File: config.mk
export PLATFORM = sky130hd
export DESIGN_NAME = randomized_music_start_scheduler_top
export DESIGN_NICKNAME = d
export VERILOG_FILES = /design/src/rmss_pkg.sv /design/src/rmss_track_regs.sv /design/src/rmss_draw.sv /design/src/randomized_music_start_scheduler_top.sv
export SDC_FILE = /design/constraint.sdc
export NUM_CORES = 1
export LEC_CHECK = 0
export ABC_AREA = 1
export BUFFER_PORTS_ARGS = -buffer_cell sky130_fd_sc_hd__buf_2
export CORE_UTILIZATION = 26
export CTS_CLUSTER_SIZE = 40
export DETAILED_ROUTE_END_ITERATION = 10
export PLACE_DENSITY_LB_ADDON = 0.12
export SLEW_MARGIN = 20
export SYNTH_ARGS = -nofsm -noshare
export SYNTH_HDL_FRONTEND = slang
export SYNTH_SLANG_ARGS = --single-unit
File: constraint.sdc
create_clock -name i_clk -period 5.5 [get_ports i_clk]
set_input_delay 0.825 -clock i_clk [delete_from_list [all_inputs] [get_ports i_clk]]
set_output_delay 0.825 -clock i_clk [all_outputs]
set_load 0.01 [all_outputs]
File: src/rmss_pkg.sv
// shared types and constants of the randomised music start scheduler
`default_nettype none

package rmss_pkg;

    // situation codes
    localparam logic [2:0] SIT_NONE       = 3'd0;
    localparam logic [2:0] SIT_MENU       = 3'd1;
    localparam logic [2:0] SIT_CREATIVE   = 3'd2;
    localparam logic [2:0] SIT_GAME       = 3'd3;
    localparam logic [2:0] SIT_UNDERWATER = 3'd4;

    // result action codes
    localparam logic [1:0] ACT_NONE    = 2'd0;
    localparam logic [1:0] ACT_START   = 2'd1;
    localparam logic [1:0] ACT_REPLACE = 2'd2;

    // configuration register indexes
    localparam int         CFG_INDEX_W    = 3;
    localparam int         REG_IDX_W      = 2;
    localparam logic [2:0] REG_MENU       = 3'd0;
    localparam logic [2:0] REG_CREATIVE   = 3'd1;
    localparam logic [2:0] REG_GAME       = 3'd2;
    localparam logic [2:0] REG_UNDERWATER = 3'd3;
    localparam logic [2:0] REG_COUNT      = 3'd4;

    // track register layout
    localparam int TRACK_W    = 34;
    localparam int FIELD_W    = 16;
    localparam int MAX_LSB    = 16;
    localparam int REPL_BIT   = 32;
    localparam int MUSIC_BIT  = 33;

    localparam logic [TRACK_W-1:0] RST_MENU       = 34'd13671334288;
    localparam logic [TRACK_W-1:0] RST_CREATIVE   = 34'd14457777888;
    localparam logic [TRACK_W-1:0] RST_GAME       = 34'd10162810592;
    localparam logic [TRACK_W-1:0] RST_UNDERWATER = 34'd14457777888;

    // random generator and countdown constants
    localparam logic [31:0]        LCG_MUL     = 32'd1664525;
    localparam logic [31:0]        LCG_ADD     = 32'd1013904223;
    localparam int                 DRAW_SHIFT  = 8;
    localparam int                 DIVIDEND_W  = 32 - DRAW_SHIFT;
    localparam logic signed [31:0] COUNT_MAX   = 32'sh7FFF_FFFF;
    localparam logic signed [31:0] FLOOR_DELAY = 32'sd100;

    // request into the shared draw unit
    typedef struct packed {
        logic               start;
        logic [FIELD_W-1:0] lo;
        logic [FIELD_W-1:0] hi;
    } t_draw_req;

    // answer from the shared draw unit
    typedef struct packed {
        logic               done;
        logic [FIELD_W-1:0] value;
    } t_draw_rsp;

endpackage

`default_nettype wire

File: src/rmss_track_regs.sv
// track configuration registers and per-situation track selection
`default_nettype none

module rmss_track_regs (
    input  wire logic                                i_clk,
    input  wire logic                                i_rst_n,
    input  wire logic                                i_cfg_valid,
    input  wire logic [rmss_pkg::CFG_INDEX_W-1:0]    i_cfg_index,
    input  wire logic [rmss_pkg::TRACK_W-1:0]        i_cfg_data,
    input  wire logic [2:0]                          i_sel,
    output logic      [rmss_pkg::TRACK_W-1:0]        o_track
);

    logic [rmss_pkg::TRACK_W-1:0] r_track [4];

    // register writes, indexes past the list are dropped
    always_ff @(posedge i_clk) begin
        if (!i_rst_n) begin
            r_track[rmss_pkg::REG_MENU[1:0]]       <= rmss_pkg::RST_MENU;
            r_track[rmss_pkg::REG_CREATIVE[1:0]]   <= rmss_pkg::RST_CREATIVE;
            r_track[rmss_pkg::REG_GAME[1:0]]       <= rmss_pkg::RST_GAME;
            r_track[rmss_pkg::REG_UNDERWATER[1:0]] <= rmss_pkg::RST_UNDERWATER;
        end else if (i_cfg_valid && (i_cfg_index < rmss_pkg::REG_COUNT)) begin
            r_track[i_cfg_index[rmss_pkg::REG_IDX_W-1:0]] <= i_cfg_data;
        end
    end

    // situations without a register read as silent
    always_comb begin
        unique case (i_sel)
            rmss_pkg::SIT_MENU:       o_track = r_track[rmss_pkg::REG_MENU[1:0]];
            rmss_pkg::SIT_CREATIVE:   o_track = r_track[rmss_pkg::REG_CREATIVE[1:0]];
            rmss_pkg::SIT_GAME:       o_track = r_track[rmss_pkg::REG_GAME[1:0]];
            rmss_pkg::SIT_UNDERWATER: o_track = r_track[rmss_pkg::REG_UNDERWATER[1:0]];
            default:                  o_track = '0;
        endcase
    end

endmodule

`default_nettype wire

File: src/rmss_draw.sv
// random delay draw: lcg step then bit-serial remainder by the delay span
`default_nettype none

module rmss_draw (
    input  wire logic                  i_clk,
    input  wire logic                  i_rst_n,
    input  wire rmss_pkg::t_draw_req   i_req,
    output rmss_pkg::t_draw_rsp        o_rsp
);

    localparam int SPAN_W = rmss_pkg::FIELD_W + 1;
    localparam int CNT_W  = $clog2(rmss_pkg::DIVIDEND_W);

    typedef enum logic [1:0] {D_IDLE, D_LCG, D_DIV, D_DONE} t_dstate;

    t_dstate                            r_state;
    logic [31:0]                        r_lcg;
    logic [rmss_pkg::DIVIDEND_W-1:0]    r_div;
    logic [SPAN_W-1:0]                  r_span;
    logic [SPAN_W-1:0]                  r_rem;
    logic [rmss_pkg::FIELD_W-1:0]       r_lo;
    logic [CNT_W-1:0]                   r_cnt;

    logic [31:0]                        w_lcg_next;
    logic [SPAN_W:0]                    w_trial;
    logic [SPAN_W-1:0]                  w_rem_next;

    // next generator value
    assign w_lcg_next = 32'(r_lcg * rmss_pkg::LCG_MUL) + rmss_pkg::LCG_ADD;

    // one restoring remainder step
    assign w_trial    = {r_rem, r_div[rmss_pkg::DIVIDEND_W-1]};
    assign w_rem_next = (w_trial >= {1'b0, r_span}) ? SPAN_W'(w_trial - {1'b0, r_span})
                                                    : SPAN_W'(w_trial);

    // sequencer, generator and divider registers
    always_ff @(posedge i_clk) begin
        if (!i_rst_n) begin
            r_state <= D_IDLE;
            r_lcg   <= '0;
            r_cnt   <= '0;
        end else begin
            unique case (r_state)
                D_IDLE: begin
                    if (i_req.start) begin
                        r_lo <= i_req.lo;
                        if (i_req.hi <= i_req.lo) begin
                            r_rem   <= '0;
                            r_state <= D_DONE;
                        end else begin
                            r_span  <= SPAN_W'(i_req.hi - i_req.lo) + SPAN_W'(1);
                            r_state <= D_LCG;
                        end
                    end
                end
                D_LCG: begin
                    r_lcg   <= w_lcg_next;
                    r_div   <= w_lcg_next[31:rmss_pkg::DRAW_SHIFT];
                    r_rem   <= '0;
                    r_cnt   <= CNT_W'(rmss_pkg::DIVIDEND_W - 1);
                    r_state <= D_DIV;
                end
                D_DIV: begin
                    r_rem <= w_rem_next;
                    r_div <= {r_div[rmss_pkg::DIVIDEND_W-2:0], 1'b0};
                    r_cnt <= r_cnt - CNT_W'(1);
                    if (r_cnt == '0) begin
                        r_state <= D_DONE;
                    end
                end
                D_DONE: begin
                    r_state <= D_IDLE;
                end
                default: begin
                    r_state <= D_IDLE;
                end
            endcase
        end
    end

    // remainder stays below a non-empty span, so the sum never passes the max
    assign o_rsp.done  = (r_state == D_DONE);
    assign o_rsp.value = r_lo + r_rem[rmss_pkg::FIELD_W-1:0];

endmodule

`default_nettype wire

File: src/randomized_music_start_scheduler_top.sv
// top level of the randomised music start scheduler
//
// One input transaction is one tick: the current situation and whether music
// is still sounding. Every tick gives exactly one result transaction: an
// action (nothing, start, replace) and the situation whose track to play.
// Four 34-bit track registers, one per playable situation (min delay, max
// delay, replace, has music fields), are written over the configuration
// channel, which is always ready; an index past the last register is
// ignored. Write them only while the block is idle. The draw unit advances
// the generator once and then forms the remainder one dividend bit per cycle
// over all 24 dividend bits; a draw over an empty span skips both steps. One
// tick is in work at a time and o_ready is high only while the sequencer is
// idle, so a new tick can be taken while the last result is shown.
// Reset clears the playing situation, sets the countdown to its maximum, the
// generator to zero and the track registers to their defaults.
// A result waits in the output register while i_ready is low; the next tick
// can still be accepted and worked on, and it holds in its last state until
// the output register is free.
`default_nettype none

module randomized_music_start_scheduler_top #(
    parameter int DELAY_WIDTH = 16
) (
    input  wire logic                              i_clk,
    input  wire logic                              i_rst_n,
    // tick channel
    input  wire logic                              i_valid,
    output logic                                   o_ready,
    input  wire logic [2:0]                        i_situation,
    input  wire logic                              i_music_sounding,
    // result channel
    output logic                                   o_valid,
    input  wire logic                              i_ready,
    output logic      [1:0]                        o_action,
    output logic      [2:0]                        o_track_situation,
    // configuration channel
    input  wire logic                              i_cfg_valid,
    output logic                                   o_cfg_ready,
    input  wire logic [rmss_pkg::CFG_INDEX_W-1:0]  i_cfg_index,
    input  wire logic [rmss_pkg::TRACK_W-1:0]      i_cfg_data
);

    localparam int DW_EFF = (DELAY_WIDTH < rmss_pkg::FIELD_W) ? DELAY_WIDTH
                                                              : rmss_pkg::FIELD_W;
    localparam logic [rmss_pkg::FIELD_W-1:0] DELAY_MASK =
        rmss_pkg::FIELD_W'((33'd1 << DW_EFF) - 33'd1);

    typedef enum logic [2:0] {S_IDLE, S_EVAL, S_STEP, S_WAIT, S_OUT} t_state;

    t_state                          r_state,     n_state;
    logic [2:0]                      r_sit,       n_sit;
    logic                            r_sounding,  n_sounding;
    logic [rmss_pkg::TRACK_W-1:0]    r_cur,       n_cur;
    logic [2:0]                      r_playing,   n_playing;
    logic signed [31:0]              r_count,     n_count;
    logic                            r_reroll,    n_reroll;
    rmss_pkg::t_draw_req             r_draw_req,  n_draw_req;
    logic [1:0]                      r_res_act,   n_res_act;
    logic [2:0]                      r_res_sit,   n_res_sit;
    logic                            r_o_valid,   n_o_valid;
    logic [1:0]                      r_o_action,  n_o_action;
    logic [2:0]                      r_o_sit,     n_o_sit;

    logic [rmss_pkg::TRACK_W-1:0]    w_sel_track;
    rmss_pkg::t_draw_rsp             w_rsp;
    logic [rmss_pkg::FIELD_W-1:0]    w_lo;
    logic [rmss_pkg::FIELD_W-1:0]    w_hi;
    logic                            w_music;
    logic                            w_replace;
    logic signed [31:0]              w_d;
    logic signed [31:0]              w_newc;

    // track registers
    rmss_track_regs u_regs (
        .i_clk       (i_clk),
        .i_rst_n     (i_rst_n),
        .i_cfg_valid (i_cfg_valid),
        .i_cfg_index (i_cfg_index),
        .i_cfg_data  (i_cfg_data),
        .i_sel       (i_situation),
        .o_track     (w_sel_track)
    );

    // shared draw unit
    rmss_draw u_draw (
        .i_clk   (i_clk),
        .i_rst_n (i_rst_n),
        .i_req   (r_draw_req),
        .o_rsp   (w_rsp)
    );

    // fields of the latched track
    assign w_lo      = r_cur[rmss_pkg::FIELD_W-1:0] & DELAY_MASK;
    assign w_hi      = r_cur[rmss_pkg::MAX_LSB +: rmss_pkg::FIELD_W] & DELAY_MASK;
    assign w_music   = r_cur[rmss_pkg::MUSIC_BIT];
    assign w_replace = r_cur[rmss_pkg::REPL_BIT];

    // drawn delay and countdown after the min
    assign w_d    = $signed({16'd0, w_rsp.value});
    assign w_newc = (w_d < r_count) ? w_d : r_count;

    // tick sequencer
    always_comb begin
        n_state    = r_state;
        n_sit      = r_sit;
        n_sounding = r_sounding;
        n_cur      = r_cur;
        n_playing  = r_playing;
        n_count    = r_count;
        n_reroll   = r_reroll;
        n_draw_req = r_draw_req;
        n_res_act  = r_res_act;
        n_res_sit  = r_res_sit;
        n_o_valid  = r_o_valid && !i_ready;
        n_o_action = r_o_action;
        n_o_sit    = r_o_sit;
        n_draw_req.start = 1'b0;

        unique case (r_state)
            S_IDLE: begin
                if (i_valid) begin
                    n_sit      = i_situation;
                    n_sounding = i_music_sounding;
                    n_cur      = w_sel_track;
                    n_res_act  = rmss_pkg::ACT_NONE;
                    n_res_sit  = rmss_pkg::SIT_NONE;
                    n_state    = S_EVAL;
                end
            end
            S_EVAL: begin
                if (r_playing != rmss_pkg::SIT_NONE) begin
                    if ((r_sit != r_playing) && w_music && w_replace) begin
                        n_playing = r_sit;
                        n_count   = rmss_pkg::COUNT_MAX;
                        n_res_act = rmss_pkg::ACT_REPLACE;
                        n_res_sit = r_sit;
                        n_state   = S_OUT;
                    end else if (r_sounding) begin
                        n_state = S_OUT;
                    end else begin
                        // song over: re-roll the countdown, or set it to the floor without music
                        n_playing = rmss_pkg::SIT_NONE;
                        if (w_music) begin
                            n_reroll         = 1'b1;
                            n_draw_req.start = 1'b1;
                            n_draw_req.lo    = w_lo;
                            n_draw_req.hi    = w_hi;
                            n_state          = S_WAIT;
                        end else begin
                            n_count = rmss_pkg::FLOOR_DELAY;
                            n_state = S_STEP;
                        end
                    end
                end else begin
                    n_state = S_STEP;
                end
            end
            S_STEP: begin
                if (!w_music) begin
                    if (r_count < rmss_pkg::FLOOR_DELAY) begin
                        n_count = rmss_pkg::FLOOR_DELAY;
                    end
                    n_state = S_OUT;
                end else begin
                    n_reroll         = 1'b0;
                    n_draw_req.start = 1'b1;
                    n_draw_req.lo    = w_lo;
                    n_draw_req.hi    = w_hi;
                    n_state          = S_WAIT;
                end
            end
            S_WAIT: begin
                if (w_rsp.done) begin
                    if (r_reroll) begin
                        n_count = w_d;
                        n_state = S_STEP;
                    end else begin
                        if (w_newc <= 32'sd0) begin
                            n_playing = r_sit;
                            n_count   = rmss_pkg::COUNT_MAX;
                            n_res_act = rmss_pkg::ACT_START;
                            n_res_sit = r_sit;
                        end else begin
                            n_count = w_newc - 32'sd1;
                        end
                        n_state = S_OUT;
                    end
                end
            end
            S_OUT: begin
                // hand over once the output register is free
                if (!r_o_valid || i_ready) begin
                    n_o_valid  = 1'b1;
                    n_o_action = r_res_act;
                    n_o_sit    = r_res_sit;
                    n_state    = S_IDLE;
                end
            end
            default: begin
                n_state = S_IDLE;
            end
        endcase
    end

    // state and registered outputs
    always_ff @(posedge i_clk) begin
        if (!i_rst_n) begin
            r_state          <= S_IDLE;
            r_playing        <= rmss_pkg::SIT_NONE;
            r_count          <= rmss_pkg::COUNT_MAX;
            r_reroll         <= 1'b0;
            r_draw_req.start <= 1'b0;
            r_o_valid        <= 1'b0;
        end else begin
            r_state          <= n_state;
            r_playing        <= n_playing;
            r_count          <= n_count;
            r_reroll         <= n_reroll;
            r_draw_req.start <= n_draw_req.start;
            r_o_valid        <= n_o_valid;
        end
        r_sit          <= n_sit;
        r_sounding     <= n_sounding;
        r_cur          <= n_cur;
        r_draw_req.lo  <= n_draw_req.lo;
        r_draw_req.hi  <= n_draw_req.hi;
        r_res_act      <= n_res_act;
        r_res_sit      <= n_res_sit;
        r_o_action     <= n_o_action;
        r_o_sit        <= n_o_sit;
    end

    assign o_ready           = (r_state == S_IDLE);
    assign o_cfg_ready       = 1'b1;
    assign o_valid           = r_o_valid;
    assign o_action          = r_o_action;
    assign o_track_situation = r_o_sit;

    // a track in play always has the countdown parked at its maximum
    a_playing_parks_count: assert property (@(posedge i_clk) disable iff (!i_rst_n)
        (r_playing != rmss_pkg::SIT_NONE) |-> (r_count == rmss_pkg::COUNT_MAX))
        else $error("countdown not parked while a track plays");

    // an accepted tick moves straight into evaluation
    a_accept_to_eval: assert property (@(posedge i_clk) disable iff (!i_rst_n)
        (i_valid && o_ready) |=> (r_state == S_EVAL))
        else $error("accepted tick did not enter evaluation");

    // the draw unit only answers while the sequencer waits for it
    a_draw_answer_expected: assert property (@(posedge i_clk) disable iff (!i_rst_n)
        w_rsp.done |-> (r_state == S_WAIT))
        else $error("draw answer outside the wait state");

    // an empty action never names a situation
    a_none_has_no_sit: assert property (@(posedge i_clk) disable iff (!i_rst_n)
        (o_valid && (o_action == rmss_pkg::ACT_NONE)) |->
        (o_track_situation == rmss_pkg::SIT_NONE))
        else $error("situation given with an empty action");

endmodule

`default_nettype wire

Word-level counts from Yosys, hierarchy flattened

Memory sizes are Yosys's and may differ from the RTL's.
Cells that the tools add are included.

Register bits after elaboration: 234
Memories kept: 1
Logic and storage cells: 169
Output and inout port bits: 8
Bits of input ports: 46
Bits in writable memories: 136

Reductions and logical operators: 31
Multipliers: 1
$lt $le $gt $ge: 6
$add $sub $neg: 7
Mux-type cells: 70
Equality and inequality tests: 30
Bitwise operators: 1

Memories:

| memory         | depth | width | rd ports | clocked after Yosys merged registers in | wr ports | line                  | RTL |
|---|---|---|---|---|---|---|---|
| u_regs.r_track | 4     | 34    | 4        | 0                                       | 4        | rmss_track_regs.sv:14 | `logic [rmss_pkg::TRACK_W-1:0] r_track [4];` |

Operator list:

| cell                                                                              | count |
|---|---|
| 32-bit two-way mux                                                                | 10 |
| 34-bit one-hot mux with 4 select lines                                            | 1 |
| 33-bit two-way mux                                                                | 4 |
| 32-bit one-hot mux with 3 select lines                                            | 1 |
| 33-bit one-hot mux with 2 select lines                                            | 1 |
| 17-bit two-way mux                                                                | 3 |
| 3-bit two-way mux                                                                 | 17 |
| 17-bit one-hot mux with 3 select lines                                            | 1 |
| 24-bit one-hot mux with 2 select lines                                            | 1 |
| 34-bit two-way mux                                                                | 1 |
| 34-bit OR reduction                                                               | 1 |
| 32-bit by 30-bit adder with 32-bit output, second input constant                  | 1 |
| 32-bit by 1-bit less-or-equal comparator with 1-bit output, second input constant | 1 |
| 17-bit by 32-bit < comparator with 1-bit output                                   | 1 |
| 32-bit by 8-bit < comparator with 1-bit output, second input constant             | 1 |
| 32-bit by 21-bit multiplier with 32-bit output, second input constant             | 1 |
| 32-bit by 2-bit subtractor with 32-bit output, second input constant              | 1 |
| 2-bit inequality test, second input constant                                      | 13 |
| 2-bit two-way mux                                                                 | 10 |
| 18-bit by 17-bit greater-or-equal comparator with 1-bit output                    | 1 |
| 17-bit by 1-bit adder with 17-bit output, second input constant                   | 1 |
| 16-bit by 16-bit subtractor with 17-bit output                                    | 1 |
| 17-bit subtractor                                                                 | 1 |
| 16-bit adder                                                                      | 1 |
| other kinds (33)                                                                  | 71 |

Longest topological paths before layout

Gate-level depths: netlist of run 1.

Word-level depth: 8
Gate-level depth with buffers: 38
Mapped depth without buffers: 34

Hierarchy

Synthesis of run 1 repeated with hierarchy kept, for this count alone.

Cell total of the unflattened synthesis: 3,500
Area total of the unflattened synthesis: 28,650.0 um^2

Modules (own cells, without submodules):

| module                               | instances | sequential area each (um^2) | area each (um^2) | cells an instance |
|---|---|---|---|---|
| rmss_draw                            | 1         | 3,002.9                     | 14,841.7         | 1,809 |
| randomized_music_start_scheduler_top | 1         | 3,223.1                     | 7,210.7          | 1,006 |
| rmss_track_regs                      | 1         | 4,083.9                     | 6,597.6          | 685 |

Worst setup path after synthesis of run 1

Ideal clock, no wire load.

Path type: reg2reg
Start: register u_draw.r_lcg[1]
End: register u_draw.r_div[21] (netlist bit) (data pin)
Arrival: 5,520 ps
Stages on the path, launching flop included: 19
Slack: -172 ps
Data required time: 5,348 ps
Setup time: 152 ps
Period minus slack after synthesis: 5,672 ps
Path buffers: 0
Cells stage by stage: dfxtp_1 > inv_1 > ha_1 > xor2_1 > xor2_1 > fa_1 > inv_1 > fa_1 > fa_1 > fa_1 > fa_1 > ha_1 > a21oi_1 > o21ai_0 > a21oi_1 > nand3_1 > a31o_2 > or2_2 > a31oi_1

Word-level cells in the longest chain between the ends: 3

Ends and longest elaborated chain:

| what                                           | line            | RTL |
|---|---|---|
| from (decl)                                    | rmss_draw.sv:17 | `logic [31:0] r_lcg;` |
| from (signal assigned)                         | rmss_draw.sv:57 | `r_lcg <= w_lcg_next;` |
| 32-bit by 21-bit multiplier with 32-bit output | rmss_draw.sv:29 | `assign w_lcg_next = 32'(r_lcg * rmss_pkg::LCG_MUL) + rmss_pkg::LCG_ADD;` |
| 32-bit by 30-bit adder with 32-bit output      | rmss_draw.sv:29 |  |
| 24-bit one-hot mux with 2 select lines         | rmss_draw.sv:43 | `unique case (r_state)` |
| to (signal assigned)                           | rmss_draw.sv:58 | `r_div <= w_lcg_next[31:rmss_pkg::DRAW_SHIFT];` |
| to (signal assigned)                           | rmss_draw.sv:65 | `r_div <= {r_div[rmss_pkg::DIVIDEND_W-2:0], 1'b0};` |
| to (decl)                                      | rmss_draw.sv:18 | `logic [rmss_pkg::DIVIDEND_W-1:0] r_div;` |

No other way between the ends.
A chain may end at the register's enable or synchronous reset.

Worst setup path after layout of run 1

Start: register u_draw.r_lcg[2]
End: register u_draw.r_div[19] (netlist bit) (data pin)

Same word-level chain as after synthesis.

==> impl_metrics.json, run 1 <==
{
  "status": "completed",
  "antenna_left": 0,
  "cts_buffers": 48,
  "grtUsageTotal_pct": 16.3,
  "fin_crit_sh_pct": 98.8,
  "hpwl_um": 64100,
  "die_area_um2": 105000,
  "start_util_pct": 26.4,
  "grt_max_degree": 56,
  "setup_violations": 0,
  "cts_tree": "done",
  "syn_to_final_growth_pct": 24.8,
  "rsz0062_at_grt": "yes",
  "yosysMostFrequentCell": "nand2_1",
  "yosys.area.top_type_share_pct": 32.2,
  "drv_slew": 0,
  "nNetsFinal": 3832,
  "fmax_mhz": 184,
  "n_antenna_cell": 0,
  "pin_count": 54,
  "viasPerCell": 4.40,
  "netlist_top_cells_count": "597 x nand2_1, 593 x inv_1, 290 x edfxtp_1, 248 x ha_1, 245 x nor2_1",
  "worstPathMaxFanout": 3,
  "worstMarginPinSlew_ns": 1.09,
  "cp.required_ns": 5.82,
  "ctsRootBufferMaster": "clkbuf_16",
  "min_path_type": "in -> reg",
  "drt_iter0_markers": 1179,
  "fin_crit_ns": 5.43,
  "ys_async_sr_fraction_pct": 0,
  "wl_per_cell_um": 17.4,
  "antenna_found_initial": 3,
  "num_vias": 21100,
  "critPathLaunchType": "register",
  "yosysTopAreaCell": "edfxtp_1",
  "drive_above_1_share_pct": 19.9,
  "final_hold_viol_count": 0,
  "gp_congestion": 0.842,
  "post-route-cell-area_um2": 33700,
  "critPathMaxStageDelay_ns": 0.59,
  "coreArea_um2": 102000,
  "synth_seq_area_share_pct": 38.2,
  "netlist_instances": 3074,
  "cp-end-kind": "register",
  "slew_headroom_pct": 27.2,
  "syn-num-nets": 3517,
  "die_w_um": 324,
  "synth_cell_types": 55,
  "dp_slack_ns": -0.286,
  "clock_latency_ns": 0.65,
  "path_class": "reg -> reg",
  "row_count": 117,
  "overflow": 0,
  "cts.sinks": 370,
  "synth_ff_type": "edfxtp_1",
  "max-cap-violations": 0,
  "drcViolationCount": 0,
  "drt-total-wl_um": 83700,
  "dpl-instance-area_um2": 30800,
  "ys_top_cells_by_area": "edfxtp_1 32%, ha_1 11%, fa_1 11%",
  "syn_area_per_cell_um2": 8.78,
  "port_buffers": 52,
  "crit_arrival_ns": 5.75,
  "cts_htree_levels": 2,
  "skew_ns": 0.0396,
  "ys_warn_count": 0,
  "first_pass_iters": 5,
  "setup_ws_ns": 0.0653,
  "synth_edf_count": 290,
  "clk_path_buf_depth": 3,
  "cp_cell_sequence": "inv_4 -> buf_6 -> ha_4 -> fa_1 -> inv_2 -> fa_2 -> fa_1 -> fa_2 -> fa_1 -> fa_2 -> ha_4 -> nand2_4 -> o21ai_2 -> a21oi_2 -> buf_4 -> buf_4 -> buf_4 -> nand4_1 -> a31oi_1",
  "die_h_um": 324,
  "cp_slowest_cell": "fa_2",
  "syn_area_um2": 27000,
  "fin_hold_ws_ns": 0.388,
  "ys_ff_latch": 370,
  "grt_pass1_wl_um": 130000,
  "grt_pass1_vias": 21500,
  "clk_pin_slew_ns": 0.05
}
==> path summary, 6_finish.rpt <==
check / startpoint / to / slack (ns) / cells past startpoint
setup / recovery: u_draw.r_lcg[2]$_SDFFE_PN0N_ / u_draw.r_div[19]$_DFFE_PP_ / 0.07 / 19
hold / removal: i_music_sounding / r_sounding$_DFFE_PP_ / 0.39 / 1
setup reg to reg: u_draw.r_lcg[2]$_SDFFE_PN0N_ / u_draw.r_div[19]$_DFFE_PP_ / 0.07 / 19
hold reg to reg: r_res_sit[0]$_SDFFCE_PP0P_ / o_track_situation[0]$_DFFE_PP_ / 0.42 / 0
==> cell type report <==
class | count | area, um2
fillers | 10700 | 68600
multi-input cells | 2017 | 15200
flip-flops and latches | 370 | 10300
repair buffers | 348 | 2540
inverters | 604 | 2270
well taps | 1368 | 1710
clock buffers | 60 | 1310
clock inverters | 30 | 397
==> worst max-delay path, delay by kind of cell, from the launching register on <==
kind	cells	cell delay, ns
AOI/OAI and AO/OA	3	0.40
adders and majority gates	8	3.57
buffers and inverters	6	0.60
DFF	1	0.35
and+or+nand+nor	2	0.21
==> placed cells by master, fill, tap and decap left out, types with 15 or more instances in the layout <==
| cell type | synthesis | final |
|---|---|---|
| nand2_2 | 7 | 30 |
| o2111ai_1 | 34 | 33 |
| o21ai_0 | 87 | 77 |
| nand3_1 | 139 | 124 |
| a21oi_2 | 1 | 15 |
| nor2_4 | 8 | 16 |
| inv_2 | 10 | 30 |
| fa_2 | 0 | 16 |
| inv_1 | 593 | 570 |
| nand3_2 | 3 | 17 |
| clkbuf_16 | 0 | 48 |
| nor3_1 | 42 | 32 |
| nand2_1 | 597 | 567 |
| xnor2_1 | 29 | 29 |
| edfxtp_1 | 290 | 290 |
| ha_1 | 248 | 209 |
| xor2_1 | 52 | 50 |
| a21oi_1 | 153 | 135 |
| a211oi_1 | 27 | 26 |
| fa_1 | 149 | 133 |
| a31oi_1 | 28 | 27 |
| buf_4 | 3 | 286 |
| nor2_1 | 245 | 231 |
| o211ai_1 | 20 | 20 |
| ha_4 | 0 | 33 |
| dfxtp_1 | 80 | 70 |
| nor2_2 | 10 | 16 |
| nand4_1 | 64 | 64 |
| buf_2 | 12 | 52 |
==> flip-flops by register name, summed over array words and instances (netlist names), 5 cells and up <==
| name | flops |
|---|---|
| u_draw.r_rem | 17 |
| u_draw.r_cnt | 5 |
| u_draw.r_lcg | 32 |
| r_cur | 34 |
| u_regs.r_track | 136 |
| u_draw.r_lo | 16 |
| u_draw.r_div | 24 |
| r_draw_req | 33 |
| r_count | 32 |
| u_draw.r_span | 17 |
==> kinds of logic (layout without fill, tap and decap cells) <==
| family | count (synthesis) | after routing | synth area share [%] |
|---|---|---|---|
| simple gates | 1145 | 1145 | 18.1 |
| buf+inv | 687 | 1042 | 9.70 |
| fa+ha+maj | 397 | 397 | 22.5 |
| compound gates | 393 | 393 | 8.80 |
| flops | 370 | 370 | 38.2 |
| xor+xnor | 81 | 81 | 2.63 |
| other cells | 1 | 1 | 0.0139 |
==> stage by stage <==
| step | instances | TNS [ns] | utilization (%) |
|---|---|---|---|
| 2_1_floorplan | 3074 | 0 | - |
| 3_3_place_gp | 4686 | -3.80 | 30.1 |
| 3_5_place_dp | 4686 | -4.04 | 30.1 |
| 4_1_cts | 4780 | -0.00937 | 32.0 |
| 5_1_grt | 4797 | -0.998 | 32.9 |
| 6_report | 4797 | 0 | 32.9 |
==> layer usage <==
| metal | track usage, % | vias up | part of all wire (%) |
|---|---|---|---|
| met5 | 0 | - | 0 |
| met4 | 4.62 | 0 | 2.3 |
| met1 | 23.6 | 10000 | 50 |
| met2 | 25.5 | 296 | 44 |
| met3 | 1.81 | 94 | 3.3 |
| li1 | - | 10700 | - |
==> repair_timing <==
item                                    in CTS  in global routing
gates resized for setup                     36                195
hold buffers                                 0                  0
pin swaps                                   40                123
endpoints found under the setup margin      60                 74
hold endpoints to repair                     0                  0
buffers inserted                             4                 17
Power of run 1 is not shown: default switching activity piles up to over one toggle a cycle in this logic, so the estimate is an artifact.
==> run 2: changes to the inputs <==
--- a/config.mk
+++ b/config.mk
@@ -6,11 +6,13 @@
 export NUM_CORES = 1
 export LEC_CHECK = 0
 export ABC_AREA = 1
+export ABC_CLOCK_PERIOD_IN_PS = 5500
 export BUFFER_PORTS_ARGS = -buffer_cell sky130_fd_sc_hd__buf_2
+export CORE_ASPECT_RATIO = 0.8
 export CORE_UTILIZATION = 26
 export CTS_CLUSTER_SIZE = 40
 export DETAILED_ROUTE_END_ITERATION = 10
-export PLACE_DENSITY_LB_ADDON = 0.12
+export PLACE_DENSITY = 0.41
 export SLEW_MARGIN = 20
 export SYNTH_ARGS = -nofsm -noshare
 export SYNTH_HDL_FRONTEND = slang
==> run 2 against run 1 <==
Compared with the run above:
- clock-buffer cell count is 5 lower
- first-iteration DRC count is 5.9% higher
- flip-flop and latch count stayed put
- register-to-register slack better by 0.04 ns
- fmax is 0.70% higher
- critical path type unchanged
- critical endpoint is now u_draw.r_div[22]$_DFFE_PP_
- largest cell class unchanged
==> impl_metrics.json, run 2 (synthesis gave the netlist of run 1 again) <==
{
  "pin_count": 54,
  "row_count": 105,
  "rsz0062_at_grt": "yes",
  "start_util_pct": 26.3,
  "clock_latency_ns": 0.62,
  "tns_ns": 0,
  "worstMarginPinSlew_ns": 1.10,
  "ctsRootBufferMaster": "clkbuf_16",
  "drcViolationCount": 0,
  "skew_ns": 0.0308,
  "clk_path_buf_depth": 3,
  "cp.required_ns": 5.93,
  "cts_buffers": 45,
  "cts.sinks": 370,
  "min_path_cells": 1,
  "coreArea_um2": 103000,
  "drt-total-wl_um": 85300,
  "min_path_type": "in -> reg",
  "antenna_found_initial": 2,
  "fmax_mhz": 185,
  "cts_htree_levels": 2,
  "r2r_cells": 19,
  "port_buffers": 52,
  "viasPerCell": 4.41,
  "largest_reg_flops": 136,
  "status": "completed",
  "gp_congestion": 0.853,
  "hold_start": "i_music_sounding",
  "clk_pin_slew_ns": 0.06,
  "cp_cell_sequence": "inv_2 -> buf_6 -> ha_4 -> inv_2 -> fa_1 -> fa_2 -> fa_1 -> fa_2 -> fa_2 -> fa_1 -> ha_4 -> inv_4 -> nor3_4 -> nand2_2 -> nor4_2 -> nand2_1 -> nand2_1 -> nand2_2 -> a31oi_1",
  "max-cap-violations": 0,
  "num_vias": 21000,
  "critPathLaunchType": "register",
  "overflow": 0,
  "fin_crit_ns": 5.40,
  "final_common_cell": "nand2_1",
  "path_class": "reg -> reg",
  "grtUsageTotal_pct": 16.0,
  "rr_startpoint": "u_draw.r_lcg[8]$_SDFFE_PN0N_",
  "drt_iter0_markers": 1248,
  "mostFrequentLayoutCells": "577 x nand2_1, 569 x inv_1, 290 x edfxtp_1",
  "die_w_um": 362,
  "nNetsFinal": 3789,
  "hpwl_um": 64800,
  "wl_per_cell_um": 17.9,
  "final_hold_viol_count": 0,
  "drive_above_1_share_pct": 18.1,
  "grt_pass1_wl_um": 129000,
  "slew_headroom_pct": 26.1,
  "cts_tree": "done",
  "crit_arrival_ns": 5.82,
  "critPathMaxStageDelay_ns": 0.61,
  "postCtsHoldBufs": 0,
  "grt_pass1_vias": 20900,
  "first_pass_iters": 5,
  "antenna_left": 0,
  "n_antenna_cell": 0,
  "cp_slowest_cell": "fa_2",
  "whs_endpoint": "r_sounding$_DFFE_PP_",
  "setup_violations": 0,
  "drv_slew": 0,
  "ff2ff_setup_slack_ns": 0.10,
  "worstPathMaxFanout": 4,
  "grt_max_degree": 56,
  "die_h_um": 290,
  "reg2reg_to": "u_draw.r_div[22]$_DFFE_PP_",
  "syn_to_final_growth_pct": 23.0,
  "die_area_um2": 105000,
  "cp-end-kind": "register",
  "fin_crit_sh_pct": 98.1
}
## run 2: per-layer routing
layer | up-vias | part of all wire (%) | track usage, %
met2 | 287 | 43 | 24.3
met5 | - | 0 | 0
met4 | 0 | 1.5 | 2.72
met1 | 10100 | 52 | 24.2
li1 | 10600 | - | -
met3 | 81 | 3.7 | 2.41
## run 2: worst max-delay path by stage
stage	from	endpoint	depth (start not counted)
after floorplan	u_draw.r_lcg[3]$_SDFFE_PN0N_	u_draw.r_div[21]$_DFFE_PP_	17
after global placement	u_draw.r_lcg[3]$_SDFFE_PN0N_	u_draw.r_div[21]$_DFFE_PP_	17
after detailed placement	u_draw.r_lcg[7]$_SDFFE_PN0N_	u_draw.r_div[21]$_DFFE_PP_	19
after CTS	u_draw.r_lcg[6]$_SDFFE_PN0N_	u_draw.r_div[21]$_DFFE_PP_	18
after global routing	u_draw.r_lcg[8]$_SDFFE_PN0N_	u_draw.r_div[22]$_DFFE_PP_	19
final	u_draw.r_lcg[8]$_SDFFE_PN0N_	u_draw.r_div[22]$_DFFE_PP_	19
## run 2: critical path, delay by kind of cell, from the launching register on
kind            cells  cell delay, ns
fa+ha+maj           8            3.61
simple gates        6            0.85
flops               1            0.33
buf+inv             4            0.25
compound gates      1            0.17
## run 2: what timing repair did
action	in CTS	in global routing
setup buffers	2	21
resized for setup	31	180
endpoints found under the setup margin	19	73
pin swaps	41	112
## run 2: area by class of cell
class | instances | area, um2
well taps | 1391 | 1740
repair buffers | 308 | 2260
clock buffers | 55 | 1190
clock inverters | 29 | 339
inverters | 604 | 2280
fillers | 10800 | 69500
multi-input cells | 2017 | 15100
flip-flops and latches | 370 | 10300
## run 2: metrics by stage
| stage | area (um2) | setup slack (ns) | util (%) | std cells | hold WS (ns) |
|---|---|---|---|---|---|
| floorplan | 27100 | 0.00142 | - | 3074 | 0.400 |
| global placement | 30600 | -0.205 | 29.7 | 4667 | 0.417 |
| detailed placement | 30600 | -0.239 | 29.7 | 4667 | 0.412 |
| CTS | 32300 | -0.0135 | 31.4 | 4753 | 0.368 |
| global route | 33200 | -0.122 | 32.3 | 4774 | 0.372 |
| finish | 33200 | 0.103 | 32.3 | 4774 | 0.409 |
Power of run 2 is left out for the same reason.
==> run 3: changes to the inputs <==
--- a/config.mk
+++ b/config.mk
@@ -10,6 +10,7 @@
 export BUFFER_PORTS_ARGS = -buffer_cell sky130_fd_sc_hd__buf_2
 export CORE_ASPECT_RATIO = 0.8
 export CORE_UTILIZATION = 26
+export CTS_BUF_LIST = sky130_fd_sc_hd__clkbuf_4 sky130_fd_sc_hd__clkbuf_8
 export CTS_CLUSTER_SIZE = 40
 export DETAILED_ROUTE_END_ITERATION = 10
 export PLACE_DENSITY = 0.41
==> run 3 against run 2 <==
Compared with the run above:
- first-iteration DRC count is 10% lower
- critical path type unchanged
- flip-flop and latch count stayed put
- final cell count is 0.86% higher
- largest cell class unchanged
==> impl_metrics.json, run 3 (synthesis gave the netlist of run 1 again) <==
{
  "pin_count": 54,
  "mostFrequentLayoutCells": "577 x nand2_1, 571 x inv_1, 290 x edfxtp_1",
  "overflow": 0,
  "wl_per_cell_um": 17.9,
  "grt_pass1_wl_um": 130000,
  "num_vias": 21200,
  "hpwl_um": 64800,
  "setup_violations": 0,
  "setup_ws_ns": 0.0658,
  "busiest_layer": "met1",
  "critPathLaunchType": "register",
  "slew_headroom_pct": 25.4,
  "min_path_type": "in -> reg",
  "nNetsFinal": 3812,
  "cp-end-kind": "register",
  "gp_congestion": 0.853,
  "critPathTopFamily": "adder cells",
  "drive_above_1_share_pct": 19.0,
  "rr_startpoint": "u_draw.r_lcg[6]$_SDFFE_PN0N_",
  "cts.sinks": 370,
  "r2r_cells": 20,
  "clock_latency_ns": 0.74,
  "grt_max_degree": 56,
  "path_buf_inv": 5,
  "clk_path_buf_depth": 3,
  "met3_usage_pct": 2.64,
  "port_buffers": 52,
  "postCtsHoldBufs": 0,
  "cp_slowest_cell": "fa_1",
  "skew_ns": 0.0527,
  "min_path_cells": 1,
  "cts_htree_levels": 3,
  "drv_slew": 0,
  "use_met1_pct": 24.3,
  "rsz0062_at_grt": "yes",
  "final_hold_viol_count": 0,
  "status": "completed",
  "postLayoutCoreUtil_pct": 32.2,
  "fmax_mhz": 184,
  "antenna_found_initial": 5,
  "worstMarginPinSlew_ns": 1.12,
  "cp_cell_sequence": "buf_6 -> ha_4 -> inv_1 -> fa_1 -> inv_2 -> fa_2 -> fa_2 -> fa_1 -> fa_1 -> fa_1 -> ha_4 -> buf_6 -> nand2_4 -> buf_6 -> nor3_4 -> nand3_2 -> nand3_4 -> a31o_4 -> or2_4 -> a31oi_1",
  "drt-total-wl_um": 86000,
  "hold_start": "i_music_sounding",
  "worstPathMaxFanout": 4,
  "syn_to_final_growth_pct": 22.6,
  "largest_reg_flops": 136,
  "die_h_um": 290,
  "path_class": "reg -> reg",
  "startpoint": "u_draw.r_lcg[6]$_SDFFE_PN0N_",
  "clk_pin_slew_ns": 0.07,
  "crit_cells": 20,
  "row_count": 105,
  "cts_tree": "done",
  "coreArea_um2": 103000,
  "cts_buffers": 71,
  "cp_common_cell": "fa_1",
  "dp_slack_ns": -0.239,
  "start_util_pct": 26.3,
  "first_pass_iters": 5,
  "die_w_um": 362,
  "cp.required_ns": 5.92,
  "drcViolationCount": 0,
  "fin_crit_sh_pct": 98.8,
  "ctsRootBufferMaster": "clkbuf_8",
  "crit_arrival_ns": 5.86,
  "drt_iter0_markers": 1123,
  "critPathMaxStageDelay_ns": 0.56,
  "max-cap-violations": 0,
  "ff2ff_setup_slack_ns": 0.07,
  "antenna_left": 0,
  "grtUsageTotal_pct": 16.3,
  "use_met2_pct": 24.3,
  "final_common_cell": "nand2_1",
  "viasPerCell": 4.41,
  "final.fill_count": 10900,
  "die_area_um2": 105000,
  "grt_pass1_vias": 21300,
  "fin_crit_ns": 5.43
}
-- run 3: what timing repair did --
item                                    in CTS  in global routing
gates resized for setup                     35                183
buffers inserted                             2                 18
gates cloned                                 0                  0
endpoints found under the setup margin      21                 74
pin swaps                                   40                 96
-- run 3: per-stage QoR --
stage                     instances  TNS [ns]  cell area (um2)  hold slack (ns)
after floorplan                3074         0            27100            0.400
after global placement         4667     -1.64            30600            0.417
after detailed placement       4667     -1.94            30600            0.412
after CTS                      4795   -0.0255            32200            0.260
after global routing           4815    -0.716            33100            0.261
final                          4815         0            33100            0.317
-- run 3: worst paths after layout --
path                                         end
setup reg to reg      u_draw.r_div[21]$_DFFE_PP_
hold reg to reg   o_track_situation[0]$_DFFE_PP_
hold / removal              r_sounding$_DFFE_PP_
setup / recovery      u_draw.r_div[21]$_DFFE_PP_
-- run 3: routing by layer --
layer,wire length [um],part of all wire [%]
met1,44200,51
met2,37000,43
met3,3080,3.6
met4,1740,2.0
met5,0,0
-- run 3: cell type report --
| cell class | count | area [um2] | area share (%) |
|---|---|---|---|
| inverter | 604 | 2280 | 6.89 |
| tap | 1391 | 1740 | 5.26 |
| timing repair buffer | 305 | 2250 | 6.78 |
| clock inverter | 29 | 297 | 0.896 |
| clock buffer | 97 | 1180 | 3.56 |
| multi-input combinational | 2017 | 15000 | 45.4 |
| sequential | 370 | 10300 | 31.2 |
| antenna | 2 | 5.00 | 0.0151 |
-- run 3: worst reg2reg max path, cell delays in order (launching register included) --
cell and delay (ns):
dfxtp_4 0.36, buf_6 0.12, ha_4 0.26, inv_1 0.05, fa_1 0.50, inv_2 0.05
fa_2 0.45, fa_2 0.40, fa_1 0.56, fa_1 0.44, fa_1 0.52, ha_4 0.32
buf_6 0.10, nand2_4 0.05, buf_6 0.11, nor3_4 0.20, nand3_2 0.14, nand3_4 0.13
a31o_4 0.16, or2_4 0.11, a31oi_1 0.08
Power of run 3 is left out for the same reason.
